--- config.mk ---
export PLATFORM = sky130hd
export DESIGN_NAME = top_k_score_table_flat
export DESIGN_NICKNAME = d
export VERILOG_FILES = /design/src/hw/rtl/tkst_pkg.sv /design/src/hw/rtl/tkst_if.sv /design/src/hw/rtl/top_k_score_table.sv /design/src/hw/rtl/tkst_table.sv /design/src/flat_wrapper.sv
export SDC_FILE = /design/constraint.sdc
export NUM_CORES = 2
export LEC_CHECK = 0
export ABC_AREA = 1
export BUFFER_PORTS_ARGS = -buffer_cell sky130_fd_sc_hd__buf_2
export CORE_MARGIN = 2
export CORE_UTILIZATION = 40
export CTS_BUF_LIST = sky130_fd_sc_hd__clkbuf_4 sky130_fd_sc_hd__clkbuf_8 sky130_fd_sc_hd__clkbuf_16
export DETAILED_ROUTE_END_ITERATION = 8
export SYNTH_ARGS = -nofsm -noshare
export SYNTH_HDL_FRONTEND = slang
export SYNTH_SLANG_ARGS = --single-unit
--- constraint.sdc ---
create_clock -name clock -period 9.4 [get_ports clock]
set_input_delay 0.47 -clock clock [delete_from_list [all_inputs] [get_ports clock]]
set_output_delay 0.47 -clock clock [all_outputs]
set_load 0.01 [all_outputs]
--- src/hw/rtl/tkst_pkg.sv ---
// Shared types and constants for the top-k score table.
// No dependencies; used by the interfaces, the slot table and the top level.
package tkst_pkg;

   localparam int ENTRIES  = 10;
   localparam int CNT_W    = $clog2(ENTRIES + 1);
   localparam int FUNC_W   = 2;
   localparam int SCORE_W  = 32;
   localparam int TAG_W    = 32;
   localparam int INDEX_W  = 4;
   localparam int POS_W    = 4;
   localparam int COUNT_W  = 4;

   typedef enum logic [FUNC_W-1:0] {
      FUNC_INSERT = 2'd0,
      FUNC_READ   = 2'd1,
      FUNC_CLEAR  = 2'd2
   } func_type;

   // One request as it sits in the input register.
   typedef struct packed {
      func_type                   func;
      logic signed [SCORE_W-1:0]  score;
      logic [TAG_W-1:0]           tag;
      logic [INDEX_W-1:0]         index;
   } op_type;

   // One response as produced by the slot table.
   typedef struct packed {
      logic                       accepted;
      logic [POS_W-1:0]           position;
      logic [COUNT_W-1:0]         count;
      logic                       entry_valid;
      logic signed [SCORE_W-1:0]  entry_score;
      logic [TAG_W-1:0]           entry_tag;
   } result_type;

endpackage

--- src/hw/rtl/tkst_if.sv ---
// Valid/ready channel interfaces for requests and responses of the score table.
// Depends on tkst_pkg for field widths.
interface tkst_req_if;
   logic                                valid;
   logic                                ready;
   logic [tkst_pkg::FUNC_W-1:0]         func;
   logic signed [tkst_pkg::SCORE_W-1:0] score;
   logic [tkst_pkg::TAG_W-1:0]          player_tag;
   logic [tkst_pkg::INDEX_W-1:0]        index;

   modport source (output valid, func, score, player_tag, index, input ready);
   modport sink   (input valid, func, score, player_tag, index, output ready);
endinterface

interface tkst_rsp_if;
   logic                                valid;
   logic                                ready;
   logic                                accepted;
   logic [tkst_pkg::POS_W-1:0]          position;
   logic [tkst_pkg::COUNT_W-1:0]        count;
   logic                                entry_valid;
   logic signed [tkst_pkg::SCORE_W-1:0] entry_score;
   logic [tkst_pkg::TAG_W-1:0]          entry_tag;

   modport source (output valid, accepted, position, count, entry_valid, entry_score,
                   entry_tag, input ready);
   modport sink   (input valid, accepted, position, count, entry_valid, entry_score,
                   entry_tag, output ready);
endinterface

--- src/hw/rtl/top_k_score_table.sv ---
// Top level of the top-k score table: request register, slot table, response register.
// Depends on tkst_pkg, tkst_req_if/tkst_rsp_if and tkst_table.
//
// Keeps the best ENTRIES (score, tag) pairs sorted by descending signed score and
// answers every request (insert, read by index, clear) with exactly one response.
// A request is taken into an input register, the slot table compares all slots in
// parallel and shifts in one pass, and the response lands in an output register.
// One request per cycle is sustained while rsp ready holds, set by the single
// compare-and-shift pass over the slots. A response waiting for rsp ready still
// lets one more request into the input register; once both registers are full,
// req ready stays low until the response is taken.
// There is no clearing pass after reset; the entry count starts at zero.
module top_k_score_table (
   input  logic        clock,
   input  logic        reset,
   tkst_req_if.sink    req_chan,
   tkst_rsp_if.source  rsp_chan
);

   logic                 in_valid_ff;
   logic                 in_valid_in;
   tkst_pkg::op_type     in_op_ff;
   logic                 rsp_valid_ff;
   logic                 rsp_valid_in;
   tkst_pkg::result_type rsp_ff;
   tkst_pkg::result_type table_result;
   logic                 advance;
   logic                 take;

   assign advance        = in_valid_ff && (!rsp_valid_ff || rsp_chan.ready);
   assign req_chan.ready = !in_valid_ff || advance;
   assign take           = req_chan.valid && req_chan.ready;
   assign in_valid_in    = take || (in_valid_ff && !advance);
   assign rsp_valid_in   = advance || (rsp_valid_ff && !rsp_chan.ready);

   always_ff @(posedge clock) begin
      if (reset) begin
         in_valid_ff  <= 1'b0;
         rsp_valid_ff <= 1'b0;
      end else begin
         in_valid_ff  <= in_valid_in;
         rsp_valid_ff <= rsp_valid_in;
      end
   end

   always_ff @(posedge clock) begin
      if (take) begin
         in_op_ff.func  <= tkst_pkg::func_type'(req_chan.func);
         in_op_ff.score <= req_chan.score;
         in_op_ff.tag   <= req_chan.player_tag;
         in_op_ff.index <= req_chan.index;
      end
      if (advance) begin
         rsp_ff <= table_result;
      end
   end

   tkst_table u_table (
      .clock    (clock),
      .reset    (reset),
      .op_valid (advance),
      .op       (in_op_ff),
      .result   (table_result)
   );

   assign rsp_chan.valid       = rsp_valid_ff;
   assign rsp_chan.accepted    = rsp_ff.accepted;
   assign rsp_chan.position    = rsp_ff.position;
   assign rsp_chan.count       = rsp_ff.count;
   assign rsp_chan.entry_valid = rsp_ff.entry_valid;
   assign rsp_chan.entry_score = rsp_ff.entry_score;
   assign rsp_chan.entry_tag   = rsp_ff.entry_tag;

   // A request that moves into the table always produces a visible response.
   a_advance_gives_rsp: assert property (@(posedge clock) disable iff (reset)
      advance |=> rsp_valid_ff)
      else $error("request left the input register without a response");

   // A stalled request is kept in the input register.
   a_stall_keeps_req: assert property (@(posedge clock) disable iff (reset)
      (in_valid_ff && !advance) |=> in_valid_ff)
      else $error("stalled request was dropped");

   // A response never reports both an accepted insert and a read hit.
   a_rsp_exclusive: assert property (@(posedge clock) disable iff (reset)
      rsp_valid_ff |-> !(rsp_ff.accepted && rsp_ff.entry_valid))
      else $error("response mixes insert and read results");

   // A pending response is never overwritten while the sink holds off.
   a_rsp_not_overwritten: assert property (@(posedge clock) disable iff (reset)
      (rsp_valid_ff && !rsp_chan.ready) |-> !advance)
      else $error("pending response overwritten");

endmodule

--- src/hw/rtl/tkst_table.sv ---
// Sorted slot table: parallel compare, insert with shift, indexed read, clear.
// Depends on tkst_pkg. The response is combinational from the op and the slots.
module tkst_table (
   input  logic                 clock,
   input  logic                 reset,
   input  logic                 op_valid,
   input  tkst_pkg::op_type     op,
   output tkst_pkg::result_type result
);

   logic signed [tkst_pkg::SCORE_W-1:0] score_ff [tkst_pkg::ENTRIES];
   logic [tkst_pkg::TAG_W-1:0]          tag_ff   [tkst_pkg::ENTRIES];
   logic [tkst_pkg::CNT_W-1:0]          count_ff;
   logic [tkst_pkg::CNT_W-1:0]          count_in;

   logic [tkst_pkg::ENTRIES-1:0]        keep_above;
   logic [tkst_pkg::CNT_W-1:0]          pos;
   logic                                full;
   logic                                ins_ok;
   logic                                do_insert;
   logic                                rd_hit;
   logic signed [tkst_pkg::SCORE_W-1:0] rd_score;
   logic [tkst_pkg::TAG_W-1:0]          rd_tag;

   // The slots are sorted, so the valid entries that stay above the new score
   // form a prefix; their number is the insert position.
   always_comb begin
      pos = '0;
      for (int i = 0; i < tkst_pkg::ENTRIES; i++) begin
         keep_above[i] = (i < int'(count_ff)) && !(op.score > score_ff[i]);
         pos = pos + tkst_pkg::CNT_W'(keep_above[i]);
      end
   end

   assign full      = (count_ff == tkst_pkg::CNT_W'(tkst_pkg::ENTRIES));
   assign ins_ok    = !full || (op.score > score_ff[tkst_pkg::ENTRIES-1]);
   assign do_insert = op_valid && (op.func == tkst_pkg::FUNC_INSERT) && ins_ok;

   always_comb begin
      rd_score = '0;
      rd_tag   = '0;
      for (int i = 0; i < tkst_pkg::ENTRIES; i++) begin
         if (int'(op.index) == i) begin
            rd_score = score_ff[i];
            rd_tag   = tag_ff[i];
         end
      end
   end

   assign rd_hit = (int'(op.index) < int'(count_ff)) && (int'(op.index) < tkst_pkg::ENTRIES);

   always_comb begin
      count_in = count_ff;
      result   = '0;
      case (op.func)
         tkst_pkg::FUNC_INSERT: begin
            if (ins_ok) begin
               if (!full) begin
                  count_in = count_ff + tkst_pkg::CNT_W'(1);
               end
               result.accepted = 1'b1;
               result.position = tkst_pkg::POS_W'(pos);
            end
         end
         tkst_pkg::FUNC_READ: begin
            if (rd_hit) begin
               result.entry_valid = 1'b1;
               result.entry_score = rd_score;
               result.entry_tag   = rd_tag;
            end
         end
         tkst_pkg::FUNC_CLEAR: begin
            count_in = '0;
         end
         default: begin
         end
      endcase
      result.count = tkst_pkg::COUNT_W'(count_in);
   end

   always_ff @(posedge clock) begin
      if (reset) begin
         count_ff <= '0;
      end else if (op_valid) begin
         count_ff <= count_in;
      end
   end

   // Entries below the insert point move down one slot; the last one falls off.
   always_ff @(posedge clock) begin
      if (do_insert) begin
         for (int i = 1; i < tkst_pkg::ENTRIES; i++) begin
            if (tkst_pkg::CNT_W'(i) > pos) begin
               score_ff[i] <= score_ff[i-1];
               tag_ff[i]   <= tag_ff[i-1];
            end
         end
         for (int i = 0; i < tkst_pkg::ENTRIES; i++) begin
            if (tkst_pkg::CNT_W'(i) == pos) begin
               score_ff[i] <= op.score;
               tag_ff[i]   <= op.tag;
            end
         end
      end
   end

endmodule
--- src/flat_wrapper.sv ---
// flat-port wrapper written by rule: the top's interface ports become plain ports
module top_k_score_table_flat 
  (clock, reset, req_chan_valid, req_chan_func, req_chan_score, req_chan_player_tag, req_chan_index, req_chan_ready, rsp_chan_valid, rsp_chan_accepted, rsp_chan_position, rsp_chan_count, rsp_chan_entry_valid, rsp_chan_entry_score, rsp_chan_entry_tag, rsp_chan_ready);
  tkst_req_if req_chan_i ();
  tkst_rsp_if rsp_chan_i ();
  input  logic clock;
  input  logic reset;
  input wire logic [$bits(req_chan_i.valid)-1:0] req_chan_valid;
  input wire logic [$bits(req_chan_i.func)-1:0] req_chan_func;
  input wire logic [$bits(req_chan_i.score)-1:0] req_chan_score;
  input wire logic [$bits(req_chan_i.player_tag)-1:0] req_chan_player_tag;
  input wire logic [$bits(req_chan_i.index)-1:0] req_chan_index;
  output wire logic [$bits(req_chan_i.ready)-1:0] req_chan_ready;
  output wire logic [$bits(rsp_chan_i.valid)-1:0] rsp_chan_valid;
  output wire logic [$bits(rsp_chan_i.accepted)-1:0] rsp_chan_accepted;
  output wire logic [$bits(rsp_chan_i.position)-1:0] rsp_chan_position;
  output wire logic [$bits(rsp_chan_i.count)-1:0] rsp_chan_count;
  output wire logic [$bits(rsp_chan_i.entry_valid)-1:0] rsp_chan_entry_valid;
  output wire logic [$bits(rsp_chan_i.entry_score)-1:0] rsp_chan_entry_score;
  output wire logic [$bits(rsp_chan_i.entry_tag)-1:0] rsp_chan_entry_tag;
  input wire logic [$bits(rsp_chan_i.ready)-1:0] rsp_chan_ready;
  assign req_chan_i.valid = req_chan_valid;
  assign req_chan_i.func = req_chan_func;
  assign req_chan_i.score = req_chan_score;
  assign req_chan_i.player_tag = req_chan_player_tag;
  assign req_chan_i.index = req_chan_index;
  assign req_chan_ready = req_chan_i.ready;
  assign rsp_chan_valid = rsp_chan_i.valid;
  assign rsp_chan_accepted = rsp_chan_i.accepted;
  assign rsp_chan_position = rsp_chan_i.position;
  assign rsp_chan_count = rsp_chan_i.count;
  assign rsp_chan_entry_valid = rsp_chan_i.entry_valid;
  assign rsp_chan_entry_score = rsp_chan_i.entry_score;
  assign rsp_chan_entry_tag = rsp_chan_i.entry_tag;
  assign rsp_chan_i.ready = rsp_chan_ready;
  top_k_score_table u_core (.clock(clock), .reset(reset), .req_chan(req_chan_i), .rsp_chan(rsp_chan_i));
endmodule
; Word level (Yosys, flattened, before mapping)
; Memory sizes are Yosys's and may differ from the RTL's.
; Cells that the tools add are included.
[totals]
wordCells = 237
reg_bits = 150
mem_count = 2
mem_bits_rw = 640
in_bits = 74
[memory_table]
columns = memory, words, width, read_ports, rd_ports_with_merged_regs, wr, line
row1 = u_core.u_table.score_ff, 10, 32, 10, 0, 10, tkst_table.sv:11  ; logic signed [tkst_pkg::SCORE_W-1:0] score_ff [tkst_pkg::ENTRIES];
row2 = u_core.u_table.tag_ff, 10, 32, 10, 0, 10, tkst_table.sv:12  ; logic [tkst_pkg::TAG_W-1:0] tag_ff [tkst_pkg::ENTRIES];
[op_classes]
bitwise_logic = 18
n_mux = 100
reduce_logical = 42
add_sub_neg = 10
n_eq_ne = 21
magnitude_cmp = 31
[ops]
columns = cell, count
row1 = 32-bit 2-to-1 mux, 38
row2 = 32-bit > comparator, 10
row3 = 65-bit 2-to-1 mux, 1
row4 = 1-bit 2-to-1 mux, 57
row5 = 4-bit equality test (second input constant), 7
row6 = 4-bit by 1-bit adder with 4-bit output, 6
row7 = 1-bit bitwise OR, 18
row8 = 1-bit logical AND, 17
row9 = 3-bit by 4-bit equality test with 1-bit output (first input constant), 4
row10 = 3-bit by 4-bit > comparator with 1-bit output (first input constant), 4
row11 = 3-bit by 4-bit less-than comparator with 1-bit output (first input constant), 4
row12 = 1-bit logical NOT, 15
row13 = 2-bit by 4-bit equality test with 1-bit output (first input constant), 2
row14 = 4-bit by 3-bit equality test with 1-bit output (second input constant), 2
row15 = 4-bit equality test (first input constant), 2
row16 = 2-bit by 4-bit > comparator with 1-bit output (first input constant), 2
row17 = 4-bit > comparator (first input constant), 2
row18 = 4-bit logical NOT, 2
row19 = 1-bit by 4-bit less-than comparator with 1-bit output (first input constant), 2
row20 = 2-bit by 4-bit less-than comparator with 1-bit output (first input constant), 2
row21 = 4-bit less-than comparator (first input constant), 2
row22 = 4-bit 2-to-1 mux, 2
row23 = 4-bit one-hot mux with 2 select lines, 1
row24 = 1-bit logical OR, 5
row25 = 14 further kinds, 15

; Longest topological paths before layout
; An unclocked memory read counts as a cell.
[depth]
word_depth = 18
mapped_depth = 35

; By module
; A second synthesis with hierarchy kept.
[unflattened]
hier_cells = 5232
hier_area_um2 = 46699.8
[by_module_without_submodules]
columns = module, seq_area_each_um2, area_each_um2, instances, cells_per_inst
row1 = tkst_table, 19298.5, 42284.3, 1, 5076
row2 = top_k_score_table, 4364.2, 4415.5, 1, 156

; Least setup slack after synthesis
; No wires, ideal clock.
[synth_timing]
path_type = register to register
from = register u_core.in_op_ff[36] (netlist name)
to = memory u_core.u_table.score_ff[0][288] (netlist name) (enable)
arrival_time_ns = 7.504
required_time_ns = 8.893
path_slack_ns = 1.389
stages_incl_launch_ff = 23
path_buffers = 1
synth_period_minus_slack_ns = 8.011
path_cell_list = edfxtp_1 -> clkbuf_1 -> inv_1 -> ha_1 -> inv_1 -> a21oi_1 -> o21a_1 -> o21ai_0 -> nand2_1 -> nand2_1 -> nand2_1 -> a21o_1 -> nand3_1 -> nand2_1 -> fa_1 -> fa_1 -> inv_1 -> fa_1 -> ha_1 -> fa_1 -> inv_1 -> nand3_1 -> a21oi_1
[synth_lines]
columns = element, line
row1 = from (decl), top_k_score_table.sv:22  ; tkst_pkg::op_type in_op_ff;
row2 = to (decl), tkst_table.sv:11

==> flow_metrics.tcl <==
set metrics [dict create \
    setup_slack_ns 1.24 \
    drive_gt1_share_pct 7.91 \
    outcome "finished, final reports clean" \
    drtIter0Drc 4435 \
    layout_commonest_cell "nand2_1" \
    num_vias 39100 \
    rows 125 \
    dr.pass1.iters 6 \
    syn2layout_area_growth_pct 11.1 \
    syn-instance-count 5268 \
    wl_per_cell_um 21.6 \
    die_w_um 346 \
    antenna_found_initial 1 \
    hold_slack_ns 0.0305 \
    synth_seq_cells 790 \
    clock_path_buffers 3 \
    start_util_pct 40.3 \
    grt_max_degree 231 \
    nNetsFinal 5672 \
    die_height_um 346 \
    numCtsBuffers 89 \
    syn_area_mm2 0.0469 \
    cts_resized 0 \
    end_kind "flop" \
    antenna_left 0 \
    power_density_mw_per_mm2 167 \
    startpoint_type "flop" \
    synthArstFlopShare_pct 0 \
    cp.arrival_ns 8.46 \
    p_leak_uw 0.0230 \
    grt-ovfl-total 0 \
    synth-warning-count 0 \
    cts_root_buf "clkbuf_16" \
    core_mm2 0.116 \
    crit_fanout 64 \
    synth_edf_count 784 \
    grt_pass1_vias 37800 \
    stdcell_count 6859 \
    path_cells "buf_4, ha_1, nand4_1, nor4_1, nand3_1, nand3_1, nand2_1, fa_1, fa_1, inv_1, fa_1, ha_1, a21oi_1, nor2_1, inv_2, nand2_1, nor3_1, nor2_4, nand3_4, clkinv_2, buf_4" \
    postCtsSetupRepairBufs 0 \
    cap_violations 0 \
    totalWireLength_um 148000 \
    synth_ff_type "edfxtp_1" \
    final_max_slew_viol_count 0 \
    rsz0062_at_grt "no" \
    die_area_mm2 0.120 \
    p_total_uw 8700 \
    hold_class "input pin to flop" \
    fmax_ghz 0.123 \
    syn_nets 5676 \
    period_needed_ns 8.16 \
    detailed_place_hpwl_um 92600 \
    cpPeakStageDelay_ns 1.07 \
    setup_violations 0 \
    slowest_stage "nor4_1" \
    num_io_pins 150 \
    crit_top_cell "fa_1" \
    slew-limit-headroom_pct 8.28 \
    finClkSkew_ns 0.0243 \
    ir_drop_mv 0.150 \
    place.gp.congestion 0.922 \
    most-common-layout-cells "nand2_1 (1626), edfxtp_1 (784), nand4_1 (660)" \
    yosysSeqAreaShare_pct 50.5 \
    fin_setup_tns_ns 0 \
    cp.required_ns 9.70 \
    clk_latency_ns 0.69 \
    clock_sinks 790 \
    dp_slack_ns 1.33 \
    cts_tree "built" \
    clkTransAtPathRegs_ns 0.06 \
    io_buffers 149 \
    gr-usage-all-layers_pct 24.3 \
    ctsHoldBuffers 65 \
    worstMarginPinSlew_ns 1.38 \
    hold_viol_final 0 \
    yosysUniqueCellTypes 42 \
    drc_errors 0 \
    period_share_pct 86.8 \
    via_per_inst 5.69 \
    htreeDepth 3 \
    grt_pass1_wl_um 227000 \
    postSynthAreaPerCell_um2 8.90 \
    worstSetupPathType "flop to flop" \
    dp_cells 6632 \
]
[worst max-delay path, delay by kind of cell (launching register included)]
kind,cells,cell delay [ns]
AND/OR/NAND/NOR,10,3.23
adder cells (fa/ha/maj),5,2.15
buffers and inverters,5,1.68
flip-flops,1,0.55
AO/OA/AOI/OAI,1,0.07
[path summary, 6_finish.rpt]
| kind | from | end | slack (ns) | cells after the start |
|---|---|---|---|---|
| worst min register to register | u_core.in_valid_ff | u_core.rsp_chan.valid | 0.49 | 2 |
| worst min-delay path | req_chan_player_tag[4] | u_core.in_op_ff[8] | 0.03 | 1 |
| worst max-delay path | u_core.in_op_ff[59] | u_core.u_table.score_ff[0][137] | 1.24 | 21 |
| worst max register to register | u_core.in_op_ff[59] | u_core.u_table.score_ff[0][137] | 1.24 | 21 |
[cell usage after synthesis, drive strengths merged, types with 25 or more instances]
cell | n | area, um^2
inv | 487 | 1830
o21ai | 151 | 756
edfxtp | 784 | 23500
clkbuf | 193 | 724
a21oi | 301 | 1510
nand4 | 660 | 4130
ha | 328 | 4100
nor3 | 37 | 196
buf | 206 | 1210
nand2 | 1629 | 6120
nor2 | 199 | 747
o22ai | 37 | 231
a221oi | 25 | 219
nand3 | 140 | 746
[layer usage]
layer | track usage, % | vias up | wire length, um
met5 | 0.0800 | - | 0
met4 | 8.16 | 0 | 4220
met3 | 3.86 | 263 | 12300
met2 | 39.2 | 1668 | 68600
met1 | 33.3 | 18700 | 63000
li1 | - | 18400 | -
[layout make-up]
type	instances	area, um^2
Tap cell	1524	1910
Fill cell	11000	64100
Sequential cell	790	23700
Clock buffer	110	2410
Inverter	489	1850
Antenna cell	1	2.50
Clock inverter	51	412
Timing Repair Buffer	304	2170
Multi-Input combinational cell	3590	19700
[power by group]
part	switching (uW)	internal [uW]
clock	1520	1940
combinational	817	312
sequential	94.6	4020
[flip-flops by register name, summed over array words and instances (netlist names), 4 cells and up]
register / flops
u_core.u_table.tag_ff: 320
u_core.rsp_chan.count: 4
u_core.u_table.count_ff: 4
u_core.rsp_chan.entry_score: 32
u_core.rsp_chan.position: 4
u_core.rsp_chan.entry_tag: 32
u_core.u_table.score_ff: 320
u_core.in_op_ff: 70
[metrics by stage]
stage	area, um^2	util (%)
global placement	48600	41.8
floorplan	46900	-
detailed placement	48600	41.8
CTS	52100	44.8
global route	52100	44.8
finish	52100	44.8
[logic make-up (layout without fill, tap and decap cells)]
logic type	after synthesis	after routing	share of synthesized area [%]
fa+ha+maj	334	334	9.01
xor+xnor	2	2	0.0374
simple gates	2682	2682	25.7
buf+inv	888	954	8.05
other cells	0	1	0
compound gates	572	572	6.72
flops	790	790	50.5
Note: power is estimated with default switching activity, not from simulation.
